===== src/gga_pkg.sv =====
// shared types, constants and helpers of the gga sentence field extractor
// no dependencies; imported by every module of the block
package gga_pkg;

	localparam int FIELD_CHARS = 15;
	localparam int NUM_FIELDS  = 3;
	localparam int NUM_BANKS   = 2;
	localparam int STORE_DEPTH = NUM_BANKS * NUM_FIELDS * FIELD_CHARS;
	localparam int ADDR_W      = $clog2(STORE_DEPTH);
	localparam int LEN_W       = $clog2(FIELD_CHARS + 1);
	localparam int FID_W       = 2;
	localparam int IDX_W       = 4;
	localparam int CFG_IDX_W   = 2;
	localparam int OUT_DATA_W  = 16;
	localparam int OUT_USER_W  = 3;

	typedef logic [LEN_W-1:0]  len_t;
	typedef logic [FID_W-1:0]  fid_t;
	typedef logic [IDX_W-1:0]  idx_t;
	typedef logic [ADDR_W-1:0] addr_t;

	// header tracking
	localparam logic [2:0] HDR_LEN = 3'd6;
	localparam logic [2:0] HDR_BAD = 3'd7;

	// characters of interest
	localparam logic [7:0] CH_DOLLAR = 8'h24;
	localparam logic [7:0] CH_NL     = 8'h0A;
	localparam logic [7:0] CH_COMMA  = 8'h2C;
	localparam logic [7:0] CH_STAR   = 8'h2A;

	// configuration register indexes
	localparam logic [CFG_IDX_W-1:0] REG_LAT   = 2'd0;
	localparam logic [CFG_IDX_W-1:0] REG_LON   = 2'd1;
	localparam logic [CFG_IDX_W-1:0] REG_ALT   = 2'd2;
	localparam logic [CFG_IDX_W-1:0] REG_TOTAL = 2'd3;

	localparam idx_t MAX_COMMAS = 4'd15;
	localparam idx_t RST_LAT    = 4'd2;
	localparam idx_t RST_LON    = 4'd4;
	localparam idx_t RST_ALT    = 4'd9;
	localparam idx_t RST_TOTAL  = 4'd14;

	// configuration as seen by the front end
	typedef struct packed {
		idx_t [NUM_FIELDS-1:0] idx;
		idx_t                  total;
	} cfg_t;

	// one finished sentence, handed from front to back
	typedef struct packed {
		logic                  bank;
		logic                  ok;
		len_t [NUM_FIELDS-1:0] len;
		logic [NUM_FIELDS-1:0] trunc;
		fid_t [NUM_FIELDS-1:0] src;
	} cmd_t;

	// store write request
	typedef struct packed {
		logic       en;
		addr_t      addr;
		logic [7:0] data;
	} wr_t;

	// expected header text by position
	function automatic logic [7:0] header_char(input logic [2:0] pos);
		logic [7:0] c;
		case (pos)
			3'd0:    c = 8'h24; // '$'
			3'd1:    c = 8'h47; // 'G'
			3'd2:    c = 8'h50; // 'P'
			3'd3:    c = 8'h47; // 'G'
			3'd4:    c = 8'h47; // 'G'
			3'd5:    c = 8'h41; // 'A'
			default: c = 8'h00;
		endcase
		return c;
	endfunction

	// store address of one character
	function automatic addr_t store_addr(input logic bank, input fid_t f, input len_t i);
		int a;
		a = int'(bank) * (NUM_FIELDS * FIELD_CHARS) + int'(f) * FIELD_CHARS + int'(i);
		return addr_t'(a);
	endfunction

endpackage


===== src/gga_front.sv =====
// front end: accepts received bytes, tracks header, commas and field capture
// depends on gga_pkg; feeds gga_cmdq and the store write port in gga_back
module gga_front (
	input  logic          clk,
	input  logic          arst_n,
	input  gga_pkg::cfg_t cfg,
	input  logic          in_valid,
	output logic          in_ready,
	input  logic [7:0]    in_byte,
	input  logic          q_full,
	output logic          push,
	output gga_pkg::cmd_t cmd,
	output gga_pkg::wr_t  wr
);
	import gga_pkg::*;

	logic                  in_sent_q;
	logic [2:0]            hpos_q;
	logic                  hmatch_q;
	idx_t                  ccount_q;
	logic                  ovf_q;
	logic                  star_q;
	len_t [NUM_FIELDS-1:0] len_q;
	logic [NUM_FIELDS-1:0] trunc_q;
	logic                  halted_q;
	logic                  bank_q;

	logic                  fire;
	logic                  live;
	logic                  body;
	logic                  capture;
	logic [NUM_FIELDS-1:0] match;
	logic                  any_match;
	fid_t                  first;
	logic                  fail;

	// a byte can always be taken unless both store banks hold pending sentences
	assign in_ready = halted_q | ~q_full;
	assign fire     = in_valid & in_ready;
	assign live     = fire & ~halted_q & (in_byte != CH_DOLLAR) & in_sent_q;
	assign body     = live & (in_byte != CH_NL) & hmatch_q;
	assign capture  = body & (in_byte != CH_COMMA) & ~ovf_q;

	// fields whose start comma is the current one; lowest one owns the store
	always_comb begin
		match     = '0;
		any_match = 1'b0;
		first     = '0;
		for (int f = NUM_FIELDS - 1; f >= 0; f--) begin
			match[f] = (cfg.idx[f] != '0) && (cfg.idx[f] == ccount_q);
			if (match[f]) begin
				any_match = 1'b1;
				first     = fid_t'(f);
			end
		end
	end

	assign wr.en   = capture & any_match & (len_q[first] < len_t'(FIELD_CHARS));
	assign wr.addr = store_addr(bank_q, first, len_q[first]);
	assign wr.data = in_byte;

	// sentence end check
	assign fail = ovf_q | (ccount_q != cfg.total) | ~star_q;
	assign push = live & (in_byte == CH_NL) & hmatch_q;

	// summary item; fields sharing an index read the lowest one's characters
	always_comb begin
		cmd.bank  = bank_q;
		cmd.ok    = ~fail;
		cmd.len   = len_q;
		cmd.trunc = trunc_q;
		for (int f = 0; f < NUM_FIELDS; f++) begin
			cmd.src[f] = fid_t'(f);
			for (int g = f; g >= 0; g--) begin
				if (cfg.idx[g] == cfg.idx[f]) begin
					cmd.src[f] = fid_t'(g);
				end
			end
		end
	end

	// sentence parsing state
	always_ff @(posedge clk or negedge arst_n) begin
		if (!arst_n) begin
			in_sent_q <= 1'b0;
			hpos_q    <= '0;
			hmatch_q  <= 1'b0;
			ccount_q  <= '0;
			ovf_q     <= 1'b0;
			star_q    <= 1'b0;
			len_q     <= '0;
			trunc_q   <= '0;
			halted_q  <= 1'b0;
			bank_q    <= 1'b0;
		end else if (fire && !halted_q) begin
			if (in_byte == CH_DOLLAR) begin
				in_sent_q <= 1'b1;
				hpos_q    <= 3'd1;
				hmatch_q  <= 1'b0;
				ccount_q  <= '0;
				ovf_q     <= 1'b0;
				star_q    <= 1'b0;
				len_q     <= '0;
				trunc_q   <= '0;
			end else if (in_sent_q) begin
				if (in_byte == CH_NL) begin
					in_sent_q <= 1'b0;
					if (hmatch_q) begin
						bank_q <= ~bank_q;
						if (fail) begin
							halted_q <= 1'b1;
						end
					end
				end else if (!hmatch_q) begin
					if (hpos_q < HDR_LEN) begin
						if (in_byte == header_char(hpos_q)) begin
							hpos_q <= hpos_q + 3'd1;
							if (hpos_q + 3'd1 == HDR_LEN) begin
								hmatch_q <= 1'b1;
							end
						end else begin
							hpos_q <= HDR_BAD;
						end
					end
				end else if (in_byte == CH_COMMA) begin
					if (ccount_q == MAX_COMMAS) begin
						ovf_q <= 1'b1;
					end else begin
						ccount_q <= ccount_q + idx_t'(1);
					end
					star_q <= 1'b0;
				end else begin
					if (in_byte == CH_STAR) begin
						star_q <= 1'b1;
					end
					if (!ovf_q) begin
						for (int f = 0; f < NUM_FIELDS; f++) begin
							if (match[f]) begin
								if (len_q[f] < len_t'(FIELD_CHARS)) begin
									len_q[f] <= len_q[f] + len_t'(1);
								end else begin
									trunc_q[f] <= 1'b1;
								end
							end
						end
					end
				end
			end
		end
	end

	assert property (@(posedge clk) disable iff (!arst_n) halted_q |=> halted_q)
		else $error("halt released without reset");
	assert property (@(posedge clk) disable iff (!arst_n) (push && !cmd.ok) |=> halted_q)
		else $error("failed sentence did not halt");

endmodule


===== src/gga_cmdq.sv =====
// two-entry queue of finished sentence summaries between front and back
// depends on gga_pkg
module gga_cmdq (
	input  logic          clk,
	input  logic          arst_n,
	input  logic          push,
	input  gga_pkg::cmd_t push_cmd,
	input  logic          pop,
	output logic          head_valid,
	output gga_pkg::cmd_t head,
	output logic          full
);
	import gga_pkg::*;

	cmd_t       ent_q [2];
	logic       wptr_q;
	logic       rptr_q;
	logic [1:0] cnt_q;

	assign head_valid = (cnt_q != 2'd0);
	assign full       = (cnt_q == 2'd2);
	assign head       = ent_q[rptr_q];

	// entries carry payload only
	always_ff @(posedge clk) begin
		if (push) begin
			ent_q[wptr_q] <= push_cmd;
		end
	end

	// pointers and fill count
	always_ff @(posedge clk or negedge arst_n) begin
		if (!arst_n) begin
			wptr_q <= 1'b0;
			rptr_q <= 1'b0;
			cnt_q  <= '0;
		end else begin
			if (push) begin
				wptr_q <= ~wptr_q;
			end
			if (pop) begin
				rptr_q <= ~rptr_q;
			end
			case ({push, pop})
				2'b10:   cnt_q <= cnt_q + 2'd1;
				2'b01:   cnt_q <= cnt_q - 2'd1;
				default: cnt_q <= cnt_q;
			endcase
		end
	end

	assert property (@(posedge clk) disable iff (!arst_n) push |-> !full)
		else $error("push into full queue");
	assert property (@(posedge clk) disable iff (!arst_n) pop |-> head_valid)
		else $error("pop from empty queue");

endmodule


===== src/gga_back.sv =====
// back end: field character store and result sequencer with output register
// depends on gga_pkg; reads sentence summaries from gga_cmdq
module gga_back (
	input  logic                               clk,
	input  logic                               arst_n,
	input  gga_pkg::wr_t                       wr,
	input  logic                               head_valid,
	input  gga_pkg::cmd_t                      head,
	output logic                               pop,
	output logic                               out_valid,
	input  logic                               out_ready,
	output logic [gga_pkg::OUT_DATA_W-1:0]     out_data,
	output logic [gga_pkg::OUT_USER_W-1:0]     out_user,
	output logic                               out_last
);
	import gga_pkg::*;

	logic [7:0] store_q [STORE_DEPTH];

	fid_t       cur_f_q;
	len_t       cur_i_q;
	logic       rd_pend_s1;
	logic [7:0] rdata_s1;
	fid_t       fid_s1;
	logic       tr_s1;
	logic       last_s1;

	logic       out_valid_q;
	fid_t       o_fid_q;
	logic [7:0] o_char_q;
	logic       o_cv_q;
	logic       o_ok_q;
	logic       o_tr_q;
	logic       o_last_q;

	logic       out_free;
	logic       all_empty;
	logic       status;
	logic       status_load;
	logic       fields_done;
	len_t       cur_len;
	fid_t       cur_src;
	logic       cur_tr;
	logic       later_empty;
	logic       rd_en;
	logic       skip;
	addr_t      rd_addr;

	assign out_free    = ~out_valid_q | out_ready;
	assign fields_done = (cur_f_q == fid_t'(NUM_FIELDS));

	// per-field selection for the field being walked
	always_comb begin
		all_empty   = 1'b1;
		cur_len     = '0;
		cur_src     = '0;
		cur_tr      = 1'b0;
		later_empty = 1'b1;
		for (int f = 0; f < NUM_FIELDS; f++) begin
			if (head.len[f] != '0) begin
				all_empty = 1'b0;
			end
			if (fid_t'(f) == cur_f_q) begin
				cur_len = head.len[f];
				cur_src = head.src[f];
				cur_tr  = head.trunc[f];
			end
			if (fid_t'(f) > cur_f_q && head.len[f] != '0) begin
				later_empty = 1'b0;
			end
		end
	end

	// failed or empty sentence gives a single status item
	assign status      = head_valid & (~head.ok | all_empty);
	assign status_load = status & ~rd_pend_s1 & out_free;
	assign rd_en       = head_valid & ~status & ~rd_pend_s1 & ~fields_done
		& (cur_i_q != cur_len) & out_free;
	assign skip        = head_valid & ~status & ~rd_pend_s1 & ~fields_done
		& (cur_i_q == cur_len);
	assign pop         = head_valid & ~rd_pend_s1 & (status ? out_free : fields_done);
	assign rd_addr     = store_addr(head.bank, cur_src, cur_i_q);

	// character store, one write and one registered read per cycle
	always_ff @(posedge clk) begin
		if (wr.en) begin
			store_q[wr.addr] <= wr.data;
		end
		if (rd_en) begin
			rdata_s1 <= store_q[rd_addr];
			fid_s1   <= cur_f_q;
			tr_s1    <= cur_tr;
			last_s1  <= (len_t'(cur_i_q + len_t'(1)) == cur_len) & later_empty;
		end
	end

	// walk over fields and characters of the head sentence
	always_ff @(posedge clk or negedge arst_n) begin
		if (!arst_n) begin
			cur_f_q    <= '0;
			cur_i_q    <= '0;
			rd_pend_s1 <= 1'b0;
		end else begin
			rd_pend_s1 <= rd_en;
			if (pop) begin
				cur_f_q <= '0;
				cur_i_q <= '0;
			end else if (rd_en) begin
				cur_i_q <= cur_i_q + len_t'(1);
			end else if (skip) begin
				cur_f_q <= cur_f_q + fid_t'(1);
				cur_i_q <= '0;
			end
		end
	end

	// output register valid
	always_ff @(posedge clk or negedge arst_n) begin
		if (!arst_n) begin
			out_valid_q <= 1'b0;
		end else if (rd_pend_s1 || status_load) begin
			out_valid_q <= 1'b1;
		end else if (out_ready) begin
			out_valid_q <= 1'b0;
		end
	end

	// output register payload
	always_ff @(posedge clk) begin
		if (rd_pend_s1) begin
			o_fid_q  <= fid_s1;
			o_char_q <= rdata_s1;
			o_cv_q   <= 1'b1;
			o_ok_q   <= 1'b1;
			o_tr_q   <= tr_s1;
			o_last_q <= last_s1;
		end else if (status_load) begin
			o_fid_q  <= '0;
			o_char_q <= '0;
			o_cv_q   <= 1'b0;
			o_ok_q   <= head.ok;
			o_tr_q   <= 1'b0;
			o_last_q <= 1'b1;
		end
	end

	assign out_valid = out_valid_q;
	assign out_data  = {6'b000000, o_tr_q, o_ok_q, o_char_q};
	assign out_user  = {o_cv_q, o_fid_q};
	assign out_last  = o_last_q;

	assert property (@(posedge clk) disable iff (!arst_n) rd_pend_s1 |-> !out_valid_q)
		else $error("store data arrived while output register busy");
	assert property (@(posedge clk) disable iff (!arst_n) (out_valid_q && o_cv_q) |-> o_ok_q)
		else $error("character item from a failed sentence");

endmodule


===== src/nmea_gga_field_extractor.sv =====
// gga sentence field extractor, top level: config registers and block wiring
// depends on gga_pkg, gga_front, gga_cmdq, gga_back
// input: one byte per cycle; it stalls only while two finished sentences await output
// output: status items and characters pass through the output register; characters come from a
//   registered store read, one read at a time; each field change takes a skip step
// reset: asynchronous, clears control state and loads register defaults; store not cleared
module nmea_gga_field_extractor (
	input  logic                           clk,
	input  logic                           arst_n,
	// input stream
	input  logic                           s_axis_tvalid,
	output logic                           s_axis_tready,
	input  logic [7:0]                     s_axis_tdata,  // [7:0] rx_byte
	// result stream
	output logic                           m_axis_tvalid,
	input  logic                           m_axis_tready,
	// [7:0] char_byte, [8] sentence_ok, [9] field_truncated, [15:10] zero
	output logic [gga_pkg::OUT_DATA_W-1:0] m_axis_tdata,
	output logic [gga_pkg::OUT_USER_W-1:0] m_axis_tuser,  // [1:0] field_id, [2] char_valid
	output logic                           m_axis_tlast,  // last
	// configuration write port
	input  logic                           cfg_we,
	input  logic [gga_pkg::CFG_IDX_W-1:0]  cfg_index,
	input  logic [gga_pkg::IDX_W-1:0]      cfg_wdata
);
	import gga_pkg::*;

	cfg_t cfg_q;
	logic q_full;
	logic push;
	cmd_t push_cmd;
	wr_t  wr;
	logic head_valid;
	cmd_t head;
	logic pop;

	// configuration registers
	always_ff @(posedge clk or negedge arst_n) begin
		if (!arst_n) begin
			cfg_q.idx[0] <= RST_LAT;
			cfg_q.idx[1] <= RST_LON;
			cfg_q.idx[2] <= RST_ALT;
			cfg_q.total  <= RST_TOTAL;
		end else if (cfg_we) begin
			case (cfg_index)
				REG_LAT:   cfg_q.idx[0] <= cfg_wdata;
				REG_LON:   cfg_q.idx[1] <= cfg_wdata;
				REG_ALT:   cfg_q.idx[2] <= cfg_wdata;
				REG_TOTAL: cfg_q.total  <= cfg_wdata;
				default:   cfg_q        <= cfg_q;
			endcase
		end
	end

	gga_front u_front (
		.clk      (clk),
		.arst_n   (arst_n),
		.cfg      (cfg_q),
		.in_valid (s_axis_tvalid),
		.in_ready (s_axis_tready),
		.in_byte  (s_axis_tdata),
		.q_full   (q_full),
		.push     (push),
		.cmd      (push_cmd),
		.wr       (wr)
	);

	gga_cmdq u_cmdq (
		.clk        (clk),
		.arst_n     (arst_n),
		.push       (push),
		.push_cmd   (push_cmd),
		.pop        (pop),
		.head_valid (head_valid),
		.head       (head),
		.full       (q_full)
	);

	gga_back u_back (
		.clk        (clk),
		.arst_n     (arst_n),
		.wr         (wr),
		.head_valid (head_valid),
		.head       (head),
		.pop        (pop),
		.out_valid  (m_axis_tvalid),
		.out_ready  (m_axis_tready),
		.out_data   (m_axis_tdata),
		.out_user   (m_axis_tuser),
		.out_last   (m_axis_tlast)
	);

endmodule

===== config.mk =====
export PLATFORM = sky130hd
export DESIGN_NAME = nmea_gga_field_extractor
export DESIGN_NICKNAME = d
export VERILOG_FILES = /design/src/gga_pkg.sv /design/src/gga_front.sv /design/src/gga_cmdq.sv /design/src/gga_back.sv /design/src/nmea_gga_field_extractor.sv
export SDC_FILE = /design/constraint.sdc
export NUM_CORES = 1
export LEC_CHECK = 0
export BUFFER_PORTS_ARGS = -buffer_cell sky130_fd_sc_hd__clkbuf_2
export CORE_MARGIN = 3
export CORE_UTILIZATION = 55
export DETAILED_ROUTE_END_ITERATION = 10
export PLACE_DENSITY = 0.74
export SLEW_MARGIN = 10
export SYNTH_ARGS = -nofsm -noshare
export SYNTH_HDL_FRONTEND = slang
export SYNTH_SLANG_ARGS = --single-unit

===== constraint.sdc =====
create_clock -name clk -period 4.7 [get_ports clk]
set_input_delay 1.41 -clock clk [delete_from_list [all_inputs] [get_ports clk]]
set_output_delay 1.41 -clock clk [all_outputs]
set_load 0.05 [all_outputs]

==> results.toml <==
[clocking]
cts_tree = "done"
ctsLongestPathBuffers = 3
worst_setup_hold_path_clk_slew_ns = 0.06
clock_insertion_delay_worst_skew_ns = 0.64
cts-hold-fix-buffers = 0
clock_sinks = 842
cts_inserted_buffers = 85
cts.htree.levels = 3
clock-root-buffer = "sky130_fd_sc_hd__clkbuf_16"

[worst_setup_path]
crit_type = "register to register"
r2r.worst_path.cells = 15
rr_endpoint = "u_back.rdata_s1[6]$_DFFE_PP_"
depth_of_the_critical_timing_path_with_buffers_and_inverters_included = 15
timing.reg2reg.setup_slack_ns = 0.09
timing.critical_path.arrival_ns = 5.00
cp_cell_sequence = "inv_2, ha_4, nor2b_4, a22o_1, inv_2, ha_4, fa_2, fa_4, buf_12, buf_16, mux4_2, mux4_2, mux2i_4, o22ai_2, o21bai_1"
timing.critical_path.from_type = "register"
timing.critical_path.slowest_cell_delay_ns = 0.91
worst-endpoint-required_ns = 5.09
critical_path_cell_with_the_highest_stage_delay = "sky130_fd_sc_hd__fa_4"
worstSetupEndpointType = "register"
rr_startpoint = "u_back.cur_f_q[1]$_DFFE_PN0P_"
path_buf_inv = 4
cp_top_family = "adder cells"
crit_path_max_fanout = 13

[global_routing]
antenna_violations_before_repair = 3
grt.met3_usage = 0.0458
grt.busiest_layer = "met2"
pin_count_of_the_biggest_net_entering_global_routing = 94
groute.layer.met1.usage = 0.358
globalRoute.totalOverflow = 0
grtUsageMet2 = 0.412
grt_pass1_wl_um = 127000
gr_usage_total = 0.256
grt_pass1_vias = 20000

[detailed_routing]
drt-total-wl_um = 84000
via_count_of_the_routed_design = 19600
avgViaCountPerCell = 6.41
detail-route-antenna-nets = 0
firstDrtPassIters = 5
number_of_drc_violations_after_detailed_routing_iteration_0 = 2354
drc = 0
wire_per_inst_um = 27.5

[sta]
period_share = 0.981
tightestPinTransition_ns = 1.05
slew_headroom = 0.298
timing.final.setup_violations = 0
fmaxAchievable_mhz = 217
timing.final.max_slew_violations = 0
hold_viol = 0
layout_min_cycle_time_ns = 4.61
worst_hold_margin_ns = 0.448
grt_setup_unrepaired = "true"
clock_skew_ns = 0.0258

[floorplan]
num_io_pins = 41
die_w_um = 259
die_y_um = 259
fp.dieArea_um2 = 67000
placement_rows = 92
initial_core_utilization = 0.556
fp.coreArea_um2 = 63200

[job]
max_cap_violation_count = 0

[cells_and_area]
drive_above_1_share = 0.328
final_cell_area_um2 = 41300
finish.net_count = 2204
multi_input_comb_area_um2 = 10400
area_growth_pct = 17.5
fill_cells = 4057
layoutNonFillerInstCount = 3056
final-seq-area_um2 = 25000

[logic_synthesis]
syn_area_per_cell_um2 = 18.2
synth_top_cells_by_area = "sky130_fd_sc_hd__edfxtp_1 67%, sky130_fd_sc_hd__mux4_2 13%, sky130_fd_sc_hd__dfrtp_1 3.5%"
synth-edff-count = 784
synthDominantCellAreaShare = 0.670
synth.cells.most_frequent = "784 x sky130_fd_sc_hd__edfxtp_1, 197 x sky130_fd_sc_hd__mux4_2, 92 x sky130_fd_sc_hd__nand2_1, 73 x sky130_fd_sc_hd__nor3_1, 56 x sky130_fd_sc_hd__nor4_1"
syn_inst = 1930
yosysWarnings = 0
synth_async_sr_flop_share = 0.0665
synth_sequential_area_ratio = 0.711
most_common_cell_in_the_synthesized_netlist = "sky130_fd_sc_hd__edfxtp_1"
synth_cell_type_count = 67
ys.flop_type = "sky130_fd_sc_hd__edfxtp_1"
ys_ff_latch = 842
synth_area_leader_cell = "sky130_fd_sc_hd__edfxtp_1"
syn-cell-area_um2 = 35200

[placement]
placed_cell_area_um2 = 38100
placed_cells = 2895
placement.io_buffers = 34
detailedPlacementHpwl_um = 51900
gp_congestion = 0.859

[status]
run_status = "finished, final reports clean"

[hold_path]
worstHoldPathType = "register to register"
holdPathEnd = "u_back.o_cv_q$_SDFFE_PP1P_"
hold_depth = 1
hold_start = "u_back.o_cv_q$_SDFFE_PP1P_"

[power]
power_density_nw_per_um2 = 542
irDropWorstVdd_v = 0.000384
total_power_consumption_w = 0.0224
power.leakage_nw = 13.8
cells in the final DEF, fill, tap and decap left out, types with 13 or more instances in the layout:
cell type,n
sky130_fd_sc_hd__o21ai_0,23
sky130_fd_sc_hd__clkbuf_2,26
sky130_fd_sc_hd__nor4_1,24
sky130_fd_sc_hd__a21oi_1,25
sky130_fd_sc_hd__xnor2_1,25
sky130_fd_sc_hd__clkinv_1,19
sky130_fd_sc_hd__nand4_1,13
sky130_fd_sc_hd__and2_1,22
sky130_fd_sc_hd__buf_12,23
sky130_fd_sc_hd__inv_1,33
sky130_fd_sc_hd__mux2_2,30
sky130_fd_sc_hd__nor2b_1,13
sky130_fd_sc_hd__edfxtp_1,784
sky130_fd_sc_hd__dfrtp_1,48
sky130_fd_sc_hd__clkbuf_1,21
sky130_fd_sc_hd__mux2i_1,37
sky130_fd_sc_hd__nor3_1,37
sky130_fd_sc_hd__clkbuf_16,86
sky130_fd_sc_hd__buf_4,175
sky130_fd_sc_hd__a211oi_1,20
sky130_fd_sc_hd__nand2_1,85
sky130_fd_sc_hd__nand3_1,39
sky130_fd_sc_hd__nor4_2,29
sky130_fd_sc_hd__mux4_2,197
sky130_fd_sc_hd__xor2_1,24
sky130_fd_sc_hd__nor2_1,45
sky130_fd_sc_hd__nor3_2,26
sky130_fd_sc_hd__ha_1,30
state kept, by name, indices dropped and copies added, names as in the netlist, 3 cells and up:
name and flops:
u_back.cur_i_q 4, u_back.o_char_q 8, u_front.ccount_q 4, cfg_q 16, u_front.trunc_q 3, u_back.rdata_s1 8
u_back.store_q 720, u_cmdq.ent_q 40, u_front.hpos_q 3, u_front.cmd 12
final cells by class:
type	count	share of cell area
Sequential cell	842	0.605
Multi-Input combinational cell	942	0.251
Clock buffer	109	0.0547
Timing Repair Buffer	235	0.0496
Tap cell	846	0.0256
Clock inverter	44	0.0105
Inverter	37	0.00342
Antenna cell	1	0.0000606
per-layer routing:
layer | vias up | share of wire
met5 | - | 0.00031
met4 | 4 | 0.031
met3 | 162 | 0.087
met2 | 1021 | 0.49
met1 | 10200 | 0.39
li1 | 8227 | -
stage by stage:
| stage | setup WS (ns) | util | setup TNS (ns) |
|---|---|---|---|
| 6_report | 0.0877 | 0.654 | 0 |
| 5_1_grt | -0.0624 | 0.654 | -2.01 |
| 4_1_cts | -0.0349 | 0.648 | -0.0349 |
| 3_5_place_dp | -0.246 | 0.602 | -19.97 |
| 3_3_place_gp | -0.149 | 0.602 | -0.562 |
| 2_1_floorplan | -0.289 | - | -121.27 |
worst max path at each step:
stage,from,endpoint
CTS,u_back.cur_f_q[1]$_DFFE_PN0P_,u_back.rdata_s1[5]$_DFFE_PP_
detailed placement,u_back.cur_f_q[0]$_DFFE_PN0P_,u_back.rdata_s1[5]$_DFFE_PP_
global placement,u_back.cur_f_q[1]$_DFFE_PN0P_,u_back.rdata_s1[5]$_DFFE_PP_
global route,u_front.ccount_q[2]$_DFFE_PN0P_,u_back.store_q[4][2]$_DFFE_PP_
finish,u_back.cur_f_q[1]$_DFFE_PN0P_,u_back.rdata_s1[6]$_DFFE_PP_
floorplan,u_front.ccount_q[0]$_DFFE_PN0P_,u_back.store_q[12][0]$_DFFE_PP_
cells by family (layout without fill, tap and decap cells):
kind of cell | count (synthesis) | count (layout) | share of synthesized area
buffers and inverters | 151 | 425 | 0.0188
AOI/OAI and AO/OA | 163 | 163 | 0.0326
DFF | 842 | 842 | 0.711
and+or+nand+nor | 405 | 405 | 0.0587
muxes | 268 | 268 | 0.148
other | 1 | 7 | 0.000107
xor gates and xnor gates | 58 | 58 | 0.0145
adders and majority gates | 42 | 42 | 0.0167
report_power, final:
part / internal (W) / leakage (nW) / switching (W) / total (W)
sequential: 0.00840 / 7.81 / 0.000155 / 0.00856
clock: 0.00374 / 1.31 / 0.00279 / 0.00653
combinational: 0.00345 / 4.64 / 0.00384 / 0.00728
worst register-to-register path, cell delays in order, from the launching register on:
cell and delay [ns]:
sky130_fd_sc_hd__dfrtp_1 0.43, sky130_fd_sc_hd__inv_2 0.12, sky130_fd_sc_hd__ha_4 0.15, sky130_fd_sc_hd__nor2b_4 0.15, sky130_fd_sc_hd__a22o_1 0.21, sky130_fd_sc_hd__inv_2 0.09
sky130_fd_sc_hd__ha_4 0.18, sky130_fd_sc_hd__fa_2 0.51, sky130_fd_sc_hd__fa_4 0.91, sky130_fd_sc_hd__buf_12 0.13, sky130_fd_sc_hd__buf_16 0.15, sky130_fd_sc_hd__mux4_2 0.30
sky130_fd_sc_hd__mux4_2 0.52, sky130_fd_sc_hd__mux2i_4 0.24, sky130_fd_sc_hd__o22ai_2 0.11, sky130_fd_sc_hd__o21bai_1 0.16
what timing repair did:
| action | CTS | global route |
|---|---|---|
| setup buffers | 3 | 2 |
| gates resized for setup | 27 | 66 |
| cloned | 2 | 0 |
| setup endpoints to repair | 430 | 727 |
| pin swaps | 3 | 8 |
No activity file was read; power rests on OpenSTA's default activity.
